File: config.mk
export PLATFORM = sky130hd
export DESIGN_NAME = dmsf_div
export DESIGN_NICKNAME = d
export VERILOG_FILES = /design/src/sv/assert_macros.svh /design/src/sv/dmsf_div.sv
export SDC_FILE = /design/constraint.sdc
export NUM_CORES = 1
export LEC_CHECK = 0
export BUFFER_PORTS_ARGS = -buffer_cell sky130_fd_sc_hd__buf_2
export CORE_MARGIN = 2
export CORE_UTILIZATION = 43
export DETAILED_ROUTE_END_ITERATION = 16
export GPL_TIMING_DRIVEN = 0
export MAX_ROUTING_LAYER = met4
export PLACE_DENSITY = 0.69
export SYNTH_ARGS = -nofsm -noshare
export SYNTH_HDL_FRONTEND = slang
export SYNTH_SLANG_ARGS = --single-unit
File: constraint.sdc
create_clock -name clk -period 2.8 [get_ports clk]
set_clock_uncertainty 0.15 [all_clocks]
set_input_delay 0.56 -clock clk [delete_from_list [all_inputs] [get_ports clk]]
set_output_delay 0.56 -clock clk [all_outputs]
set_load 0.005 [all_outputs]
File: src/sv/assert_macros.svh
// ----------------------------------------------------------------------------
// Assertion macros shared by the RTL
// Concurrent checks sampled on clk and disabled while arst_n is low.
// ----------------------------------------------------------------------------
`ifndef ASSERT_MACROS_SVH
`define ASSERT_MACROS_SVH

`ifndef SYNTHESIS

// expression holds at every clock edge
`define DMSF_ASSERT_ALWAYS(label, expr) \
	label: assert property (@(posedge clk) disable iff (!arst_n) (expr)) \
		else $error("dmsf: assertion failed");

// consequent holds in the cycle the antecedent holds
`define DMSF_ASSERT_IMPLY(label, ante, cons) \
	label: assert property (@(posedge clk) disable iff (!arst_n) (ante) |-> (cons)) \
		else $error("dmsf: assertion failed");

`else

`define DMSF_ASSERT_ALWAYS(label, expr)
`define DMSF_ASSERT_IMPLY(label, ante, cons)

`endif

`endif

File: src/sv/dmsf_div.sv
`timescale 1ns / 1ps
// ----------------------------------------------------------------------------
// dmsf_div
// Restoring divider, one quotient bit per cycle.
// ----------------------------------------------------------------------------
module dmsf_div #(
	parameter int NUM_W = 16,
	parameter int DEN_W = 7
) (
	input  logic             clk,
	input  logic             arst_n,
	input  logic             start,
	input  logic [NUM_W-1:0] num,
	input  logic [DEN_W-1:0] den,
	output logic             done,
	output logic [NUM_W-1:0] quo
);

	localparam int CNT_W = $clog2(NUM_W + 1);

	logic [NUM_W-1:0] q_q;
	logic [DEN_W-1:0] rem_q;
	logic [DEN_W-1:0] den_q;
	logic [CNT_W-1:0] cnt_q;
	logic             busy_q;
	logic             done_q;
	logic [DEN_W:0]   shifted;
	logic             fits;

	// trial subtract of the shifted remainder
	assign shifted = {rem_q, q_q[NUM_W-1]};
	assign fits    = (shifted >= {1'b0, den_q});

	always_ff @(posedge clk or negedge arst_n) begin
		if (!arst_n) begin
			busy_q <= 1'b0;
			done_q <= 1'b0;
			cnt_q  <= '0;
		end else begin
			done_q <= busy_q && (cnt_q == CNT_W'(1));
			if (start) begin
				busy_q <= 1'b1;
				cnt_q  <= CNT_W'(NUM_W);
			end else if (busy_q) begin
				cnt_q <= cnt_q - CNT_W'(1);
				if (cnt_q == CNT_W'(1)) busy_q <= 1'b0;
			end
		end
	end

	// datapath
	always_ff @(posedge clk) begin
		if (start) begin
			q_q   <= num;
			rem_q <= '0;
			den_q <= den;
		end else if (busy_q) begin
			if (fits) begin
				rem_q <= DEN_W'(shifted - {1'b0, den_q});
				q_q   <= {q_q[NUM_W-2:0], 1'b1};
			end else begin
				rem_q <= DEN_W'(shifted);
				q_q   <= {q_q[NUM_W-2:0], 1'b0};
			end
		end
	end

	assign done = done_q;
	assign quo  = q_q;

endmodule

## After elaboration in Yosys (flattened, before gate mapping)

Cells that the tools add are included.

| storage, ports and cells | value |
|---|---|
| memories kept | 0 |
| ROM bits | 0 |
| word-level logic and storage cells | 21 |
| latch bits | 0 |
| output and inout bits | 17 |
| bits in registers | 37 |
| bits in writable memories | 0 |
| bits of input ports | 26 |

| operators by class | value |
|---|---|
| shift-type cells | 0 |
| divide/modulo/power cells | 0 |
| $add $sub $neg | 2 |
| order comparisons | 1 |
| mux-type cells | 9 |
| multiply operators | 0 |
| equal/unequal tests | 1 |
| bitwise gates (word level) | 0 |
| reductions and logical operators | 2 |

Operators by type and width:

| kind | number |
|---|---|
| $mux 16 | 2 |
| $mux 5 | 2 |
| $ge 8x7->1 | 1 |
| $mux 7 | 1 |
| $sub 7x7->7 | 1 |
| $eq 5x1->1 const B | 1 |
| $sub 5x1->5 const B | 1 |
| $mux 1 | 4 |
| $reduce_bool 2->1 | 1 |
| $logic_and 1x1->1 | 1 |

## Depth between registers and ports, before layout

Gate-level depths: netlist of the first run.

| depth | value |
|---|---|
| depth in word-level cells | 4 |
| mapped depth | 9 |

## Least setup slack after synthesis of the first run

No wires, ideal clock.

| timing | value |
|---|---|
| path type | reg-to-reg |
| start point | register q_q[15], in the netlist quo[15] |
| end point | register rem_q[0] |
| required time | 2.562 ns |
| cell stages (with the launch flop) | 10 |
| arrival time | 2.077 ns |
| path slack | 0.485 ns |
| setup time | 0.088 ns |
| path through | edfxtp_1 inv_1 ha_1 fa_1 nand2b_1 a211o_1 buf_6 and3_1 buf_6 a311oi_2 |

| between the ends | value |
|---|---|
| longest elaborated chain between the ends | 2 |
| elaborated cells on any way between the ends | 3 |

RTL lines:

| element | RTL line | source |
|---|---|---|
| start, declared | dmsf_div.sv:21 | `logic [NUM_W-1:0] q_q;` |
| start signal, assigned | dmsf_div.sv:54 | `q_q <= num;` |
| start signal, assigned | dmsf_div.sv:60 | `q_q <= {q_q[NUM_W-2:0], 1'b1};` |
| start signal, assigned | dmsf_div.sv:63 | `q_q <= {q_q[NUM_W-2:0], 1'b0};` |
| $sub 7x7->7 or $ge 8x7->1 (tied branches) | dmsf_div.sv:59, dmsf_div.sv:32 |  |
| $mux 7 (*) | dmsf_div.sv:58 | `if (fits) begin` |
| end signal, assigned | dmsf_div.sv:59 | `rem_q <= DEN_W'(shifted - {1'b0, den_q});` |
| end signal, assigned | dmsf_div.sv:62 | `rem_q <= DEN_W'(shifted);` |
| end, declared | dmsf_div.sv:22 | `logic [DEN_W-1:0] rem_q;` |

Mark *: on every way between the ends. The rest lies on a longest branch, timed or not.
A chain may end at the register's enable or synchronous reset.

## Final worst setup path of the first run

Same ends and word-level chain as after synthesis.

==> results of run 1 <==
-- cell usage after synthesis (5+ instances only) --
master | instances | share of area
nor2b_1 | 6 | 0.018
ha_1 | 9 | 0.055
edfxtp_1 | 23 | 0.34
nor2_1 | 15 | 0.027
nand2b_1 | 6 | 0.018
mux2_2 | 15 | 0.082
nand2_1 | 8 | 0.015
xnor2_1 | 5 | 0.021
dfrtp_1 | 7 | 0.086
nor3b_1 | 7 | 0.026
dfxtp_1 | 7 | 0.068
inv_1 | 13 | 0.024
-- per-stage QoR --
stage,setup slack (ns),std cells,hold WS [ns],power (W)
global route,0.238,283,0.280,0.00217
floorplan,0.485,178,0.114,0.00141
detailed placement,0.312,274,0.254,0.00162
global placement,0.315,274,0.247,0.00160
finish,0.352,283,0.291,0.00202
CTS,0.337,283,0.282,0.00203
-- layout by cell type (no fill, tap or decap), types with 3 or more instances in the layout --
| cell type | synthesis | final |
|---|---|---|
| or2_2 | 3 | 3 |
| ha_1 | 9 | 9 |
| nand2_1 | 8 | 8 |
| clkbuf_8 | 0 | 7 |
| xnor2_1 | 5 | 5 |
| nor2b_1 | 6 | 6 |
| buf_2 | 1 | 43 |
| dfxtp_1 | 7 | 7 |
| inv_1 | 13 | 13 |
| a41oi_1 | 4 | 4 |
| clkbuf_1 | 4 | 4 |
| dfrtp_1 | 7 | 7 |
| nor2_1 | 15 | 15 |
| o21ai_0 | 4 | 4 |
| nand2b_1 | 6 | 6 |
| mux2_2 | 15 | 15 |
| nor3b_1 | 7 | 7 |
| edfxtp_1 | 23 | 23 |
-- flip-flops by register name (all words and copies together), names as in the netlist --
name    flops
done        1
den_q       7
quo        16
busy_q      1
rem_q       7
cnt_q       5
-- timing repair --
| item | in CTS | in global routing |
|---|---|---|
| setup buffers | 0 | 0 |
| hold endpoints to repair | 7 | 0 |
| endpoints found under the setup margin | 0 | 0 |
| hold buffers | 1 | 0 |
-- kinds of logic after synthesis --
group	Yosys count
mux	16
simple gates	52
xor+xnor	6
buf+inv	23
compound gates	34
flops	37
fa+ha+maj	10
-- per-layer routing --
layer / wire (um) / global-route usage
met5: 0 / -
met4: 77 / 0.0720
met3: 158 / 0.0401
met2: 1930 / 0.269
met1: 1880 / 0.217
-- power groups by stage --
| stage | logic [W] | clock network, W | registers [W] |
|---|---|---|---|
| after floorplan | 0.000615 | 0 | 0.000793 |
| after global placement | 0.000797 | 0 | 0.000807 |
| after detailed placement | 0.000806 | 0 | 0.000810 |
| final | 0.000811 | 0.000405 | 0.000801 |
| after global routing | 0.000909 | 0.000437 | 0.000819 |
| after CTS | 0.000815 | 0.000417 | 0.000801 |
-- worst paths after layout --
check / startpoint / endpoint / cells after the start
max: quo[15] / rem_q[0] / 9
max reg2reg: quo[15] / rem_q[0] / 9
min: den[5] / den_q[5] / 1
max in group asynchronous: arst_n / cnt_q[4] / 2
min reg2reg: rem_q[1] / rem_q[2] / 2
min in group asynchronous: arst_n / cnt_q[2] / 2
-- layout make-up --
class | instances | area share
Buffer | 10 | 0.0236
Sequential cell | 37 | 0.413
Inverter | 13 | 0.0200
Clock buffer | 7 | 0.0395
Clock inverter | 1 | 0.00205
Timing Repair Buffer | 43 | 0.0903
Multi-Input combinational cell | 118 | 0.384
Tap cell | 54 | 0.0277
==> results.yml, run 1 <==
logic_synthesis:
  async_flop_share: 0.189
  yosys.area_share.xor_xnor: 0.0257
  muxShareOfSynthArea: 0.0874
  synth_compound_area_frac: 0.144
  netlist_area_um2: 2050
  synth_top_family_by_area: "compound AO/OA/AOI/OAI gates"
  yosys.area_share.simple: 0.135
  ys_seq_area_frac: 0.491
  synth-seq-cells: 37
  synth_ff_type: "edfxtp_1"
  syn_nets: 214
  yosys_warnings: 0
  avgSynthCellArea_um2: 11.5
  yosys.area_share.adder: 0.0648
  syn_inst: 178
  synth.distinct_cells: 48
  synth-edff-count: 23
route:
  totalWireLength_um: 4040
  drc: 0
  vias: 1499
  postRouteAntennaNets: 0
  detail_route.wl_per_cell_um: 14.3
  viasPerCell: 5.30
  first_pass_iters: 4
  initialDrtViolationCount: 86
layout:
  multi_input_area_um2: 936
  diodes: 0
  fin_util: 0.523
  regArea_um2: 1010
  nFillCells: 410
  syn_to_final_growth_pct: 19.0
  fin_nets: 264
  stdcell_area_um2: 2440
  drive_above_1_share: 0.341
cts:
  cts_root_buf: "clkbuf_8"
  cts_resized: 0
  cts_tree: "done"
  clk_pin_slew_ns: 0.07
  cts.path.max_buffers: 2
  numClockSinks: 37
  insertion_delay_ns: 0.29
  cts_buffers: 5
  htreeDepth: 2
critical_path:
  critPathSlowestCell: "fa_1"
  cp_data_arrival_time_ns: 2.50
  crit_buf_inv: 3
  crit_path_max_incr_delay_ns: 0.40
  path_delay_family: "adder cells"
  r2r_setup_slack_ns: 0.35
  critPathMostFrequentCell: "buf_6"
  cp_cell_sequence: "inv_1 -> ha_1 -> fa_1 -> nand2b_1 -> a211o_1 -> buf_6 -> and3_1 -> buf_6 -> a311oi_2"
  required_ns: 2.86
  crit_fanout: 9
  critPathLaunchType: "register"
  end_kind: "register"
  criticalPathCategory: "register to register"
power_and_ir_drop:
  p_int_w: 0.00133
  switching_power_w: 0.000689
  p_clk_frac: 0.201
  irDropWorstVdd_mv: 0.373
  power_density_nw_per_um2: 827
  p_seq_frac: 0.397
  cellLeakagePower_nw: 1.05
  pwr-share-comb: 0.402
  switching_share: 0.342
place:
  post_dp_cell_area_um2: 2330
  io_buffers: 42
  gp_congestion: 0.834
  dp_hpwl_um: 2980
grt:
  grt_max_degree: 17
  grt_pass1_wl_um: 6820
  grt_pass1_vias: 1526
  grt_overflow: 0
  track_usage: 0.173
  antenna_found_initial: 0
floorplan:
  rows: 25
  floorplan.initialDensity: 0.439
  die_h_um: 73.0
  die_x_um: 73.0
  io_pins: 43
  dieArea_um2: 5330
  core_area_um2: 4660
timing:
  hold_violations: 0
  fin_crit_sh: 0.874
  rsz0062_at_grt: "false"
  fmax_ghz: 0.408
  finalSetupViolations: 0
  slew_headroom: 0.642
  drv_slew: 0
  setup-tns-final_ns: 0
  tightestPinTransition_ns: 0.538
  fin_crit_ns: 2.45
hold_path:
  min_path_type: "input pin to register"
run:
  maxCapViolCount: 0
status:
  outcome: "completed"
(Power assumes the default switching activity.)
==> run 2: changes to the inputs <==
--- a/config.mk
+++ b/config.mk
@@ -12,6 +12,7 @@
 export GPL_TIMING_DRIVEN = 0
 export MAX_ROUTING_LAYER = met4
 export PLACE_DENSITY = 0.69
+export RECOVER_POWER = 50
 export SYNTH_ARGS = -nofsm -noshare
 export SYNTH_HDL_FRONTEND = slang
 export SYNTH_SLANG_ARGS = --single-unit
==> results.yml, run 2 (same netlist as run 1, synthesis figures left out) <==
floorplan:
  core_area_um2: 4660
  floorplan.initialDensity: 0.439
  rows: 25
  dieArea_um2: 5330
  io_pins: 43
  die_h_um: 73.0
  die_x_um: 73.0
grt:
  grt_max_degree: 17
  grt_pass1_wl_um: 6820
  track_usage: 0.173
  antenna_found_initial: 0
  grt_overflow: 0
  grt_pass1_vias: 1526
critical_path:
  crit_fanout: 9
  required_ns: 2.85
  cp_data_arrival_time_ns: 2.51
  criticalPathCategory: "register to register"
  end_kind: "register"
  critPathLaunchType: "register"
cts:
  cts_buffers: 5
  insertion_delay_ns: 0.29
  htreeDepth: 2
  clk_pin_slew_ns: 0.07
  cts_tree: "done"
  numClockSinks: 37
  cts.path.max_buffers: 2
  cts_resized: 0
  cts_root_buf: "clkbuf_8"
layout:
  diodes: 0
  final_common_cell: "buf_2"
  drive_above_1_share: 0.288
  layout_common_cells: "buf_2, edfxtp_1, clkbuf_1, mux2_2, nor2_1"
  largest_reg_flops: 16
  fin_nets: 264
  syn_to_final_growth_pct: 18.3
  stdcell_area_um2: 2420
timing:
  fin_crit_sh: 0.877
  tightestPinTransition_ns: 0.527
  slew_headroom: 0.649
  fin_crit_ns: 2.45
  drv_slew: 0
  finalSetupViolations: 0
  hold_violations: 0
  rsz0062_at_grt: "false"
  fmax_ghz: 0.407
  setup-tns-final_ns: 0
power_and_ir_drop:
  switching_share: 0.343
  irDropWorstVdd_mv: 0.367
  p_seq_frac: 0.399
  p_int_w: 0.00132
  cellLeakagePower_nw: 1.02
  power_density_nw_per_um2: 830
  pwr-share-comb: 0.400
  total_power_w: 0.00201
  switching_power_w: 0.000689
  p_clk_frac: 0.201
place:
  dp_hpwl_um: 2980
  post_dp_cell_area_um2: 2330
  gp_congestion: 0.834
  io_buffers: 42
route:
  totalWireLength_um: 4040
  viasPerCell: 5.24
  detail_route.wl_per_cell_um: 14.3
  vias: 1484
  postRouteAntennaNets: 0
  drc: 0
  initialDrtViolationCount: 91
  first_pass_iters: 4
run:
  maxCapViolCount: 0
hold_path:
  min_path_type: "input pin to register"
status:
  outcome: "completed"
-- run 2: changes by cell type in the layout (fill, tap and decap cells not counted), sizes merged --
cell	before	now
buf	48	35
clkbuf	11	24
-- run 2: path summary, 6_finish.rpt --
check                            to  cells past startpoint     start  slack [ns]
max in group asynchronous  cnt_q[4]                      2    arst_n        1.67
min in group asynchronous  cnt_q[2]                      2    arst_n        0.55
min                        den_q[5]                      1    den[5]        0.29
min reg2reg                rem_q[2]                      2  rem_q[1]        0.39
max                        rem_q[0]                      9   quo[15]        0.35
max reg2reg                rem_q[0]                      9   quo[15]        0.35
-- run 2: power groups by stage --
stage	Combinational, W	Clock [W]	Sequential (W)
after floorplan	0.000615	0	0.000793
after global placement	0.000797	0	0.000807
after detailed placement	0.000806	0	0.000810
after CTS	0.000815	0.000417	0.000801
after global routing	0.000902	0.000437	0.000820
final	0.000803	0.000404	0.000802
-- run 2: routing by layer --
metal  global-route usage  vias to the layer above  wire (um)
met3               0.0401                        9        157
li1                     -                      746          -
met1                0.217                      691       1860
met5                    -                        -          0
met2                0.269                       38       1940
met4               0.0720                        0         77
-- run 2: cell type report --
class / count / area, um^2
fillers: 421 / 2240
flip-flops and latches: 37 / 1010
multi-input cells: 118 / 936
repair buffers: 43 / 205
clock buffers: 7 / 96.3
well taps: 54 / 67.6
plain buffers: 10 / 57.6
inverters: 13 / 48.8
clock inverters: 1 / 5.00
-- run 2: through the flow --
stage                     instances  hold slack [ns]  utilization  setup WS, ns
after CTS                       283            0.282        0.523         0.337
after global routing            283            0.280        0.520         0.236
final                           283            0.291        0.520         0.346
after global placement          274            0.247        0.499         0.315
after detailed placement        274            0.254        0.499         0.312
after floorplan                 178            0.114            -         0.485
-- run 2: timing repair --
| action | CTS | global route |
|---|---|---|
| hold endpoints to repair | 7 | 0 |
| buffers inserted | 0 | 0 |
| hold buffers | 1 | 0 |
| endpoints found under the setup margin | 0 | 0 |
-- run 2: critical path: stages (launching register included) --
cell and delay [ns]:
edfxtp_1 0.34, inv_1 0.08, ha_1 0.23, fa_1 0.40, nand2b_1 0.18, a211o_1 0.27, buf_6 0.14, and3_1 0.18
buf_6 0.14, a311oi_2 0.26
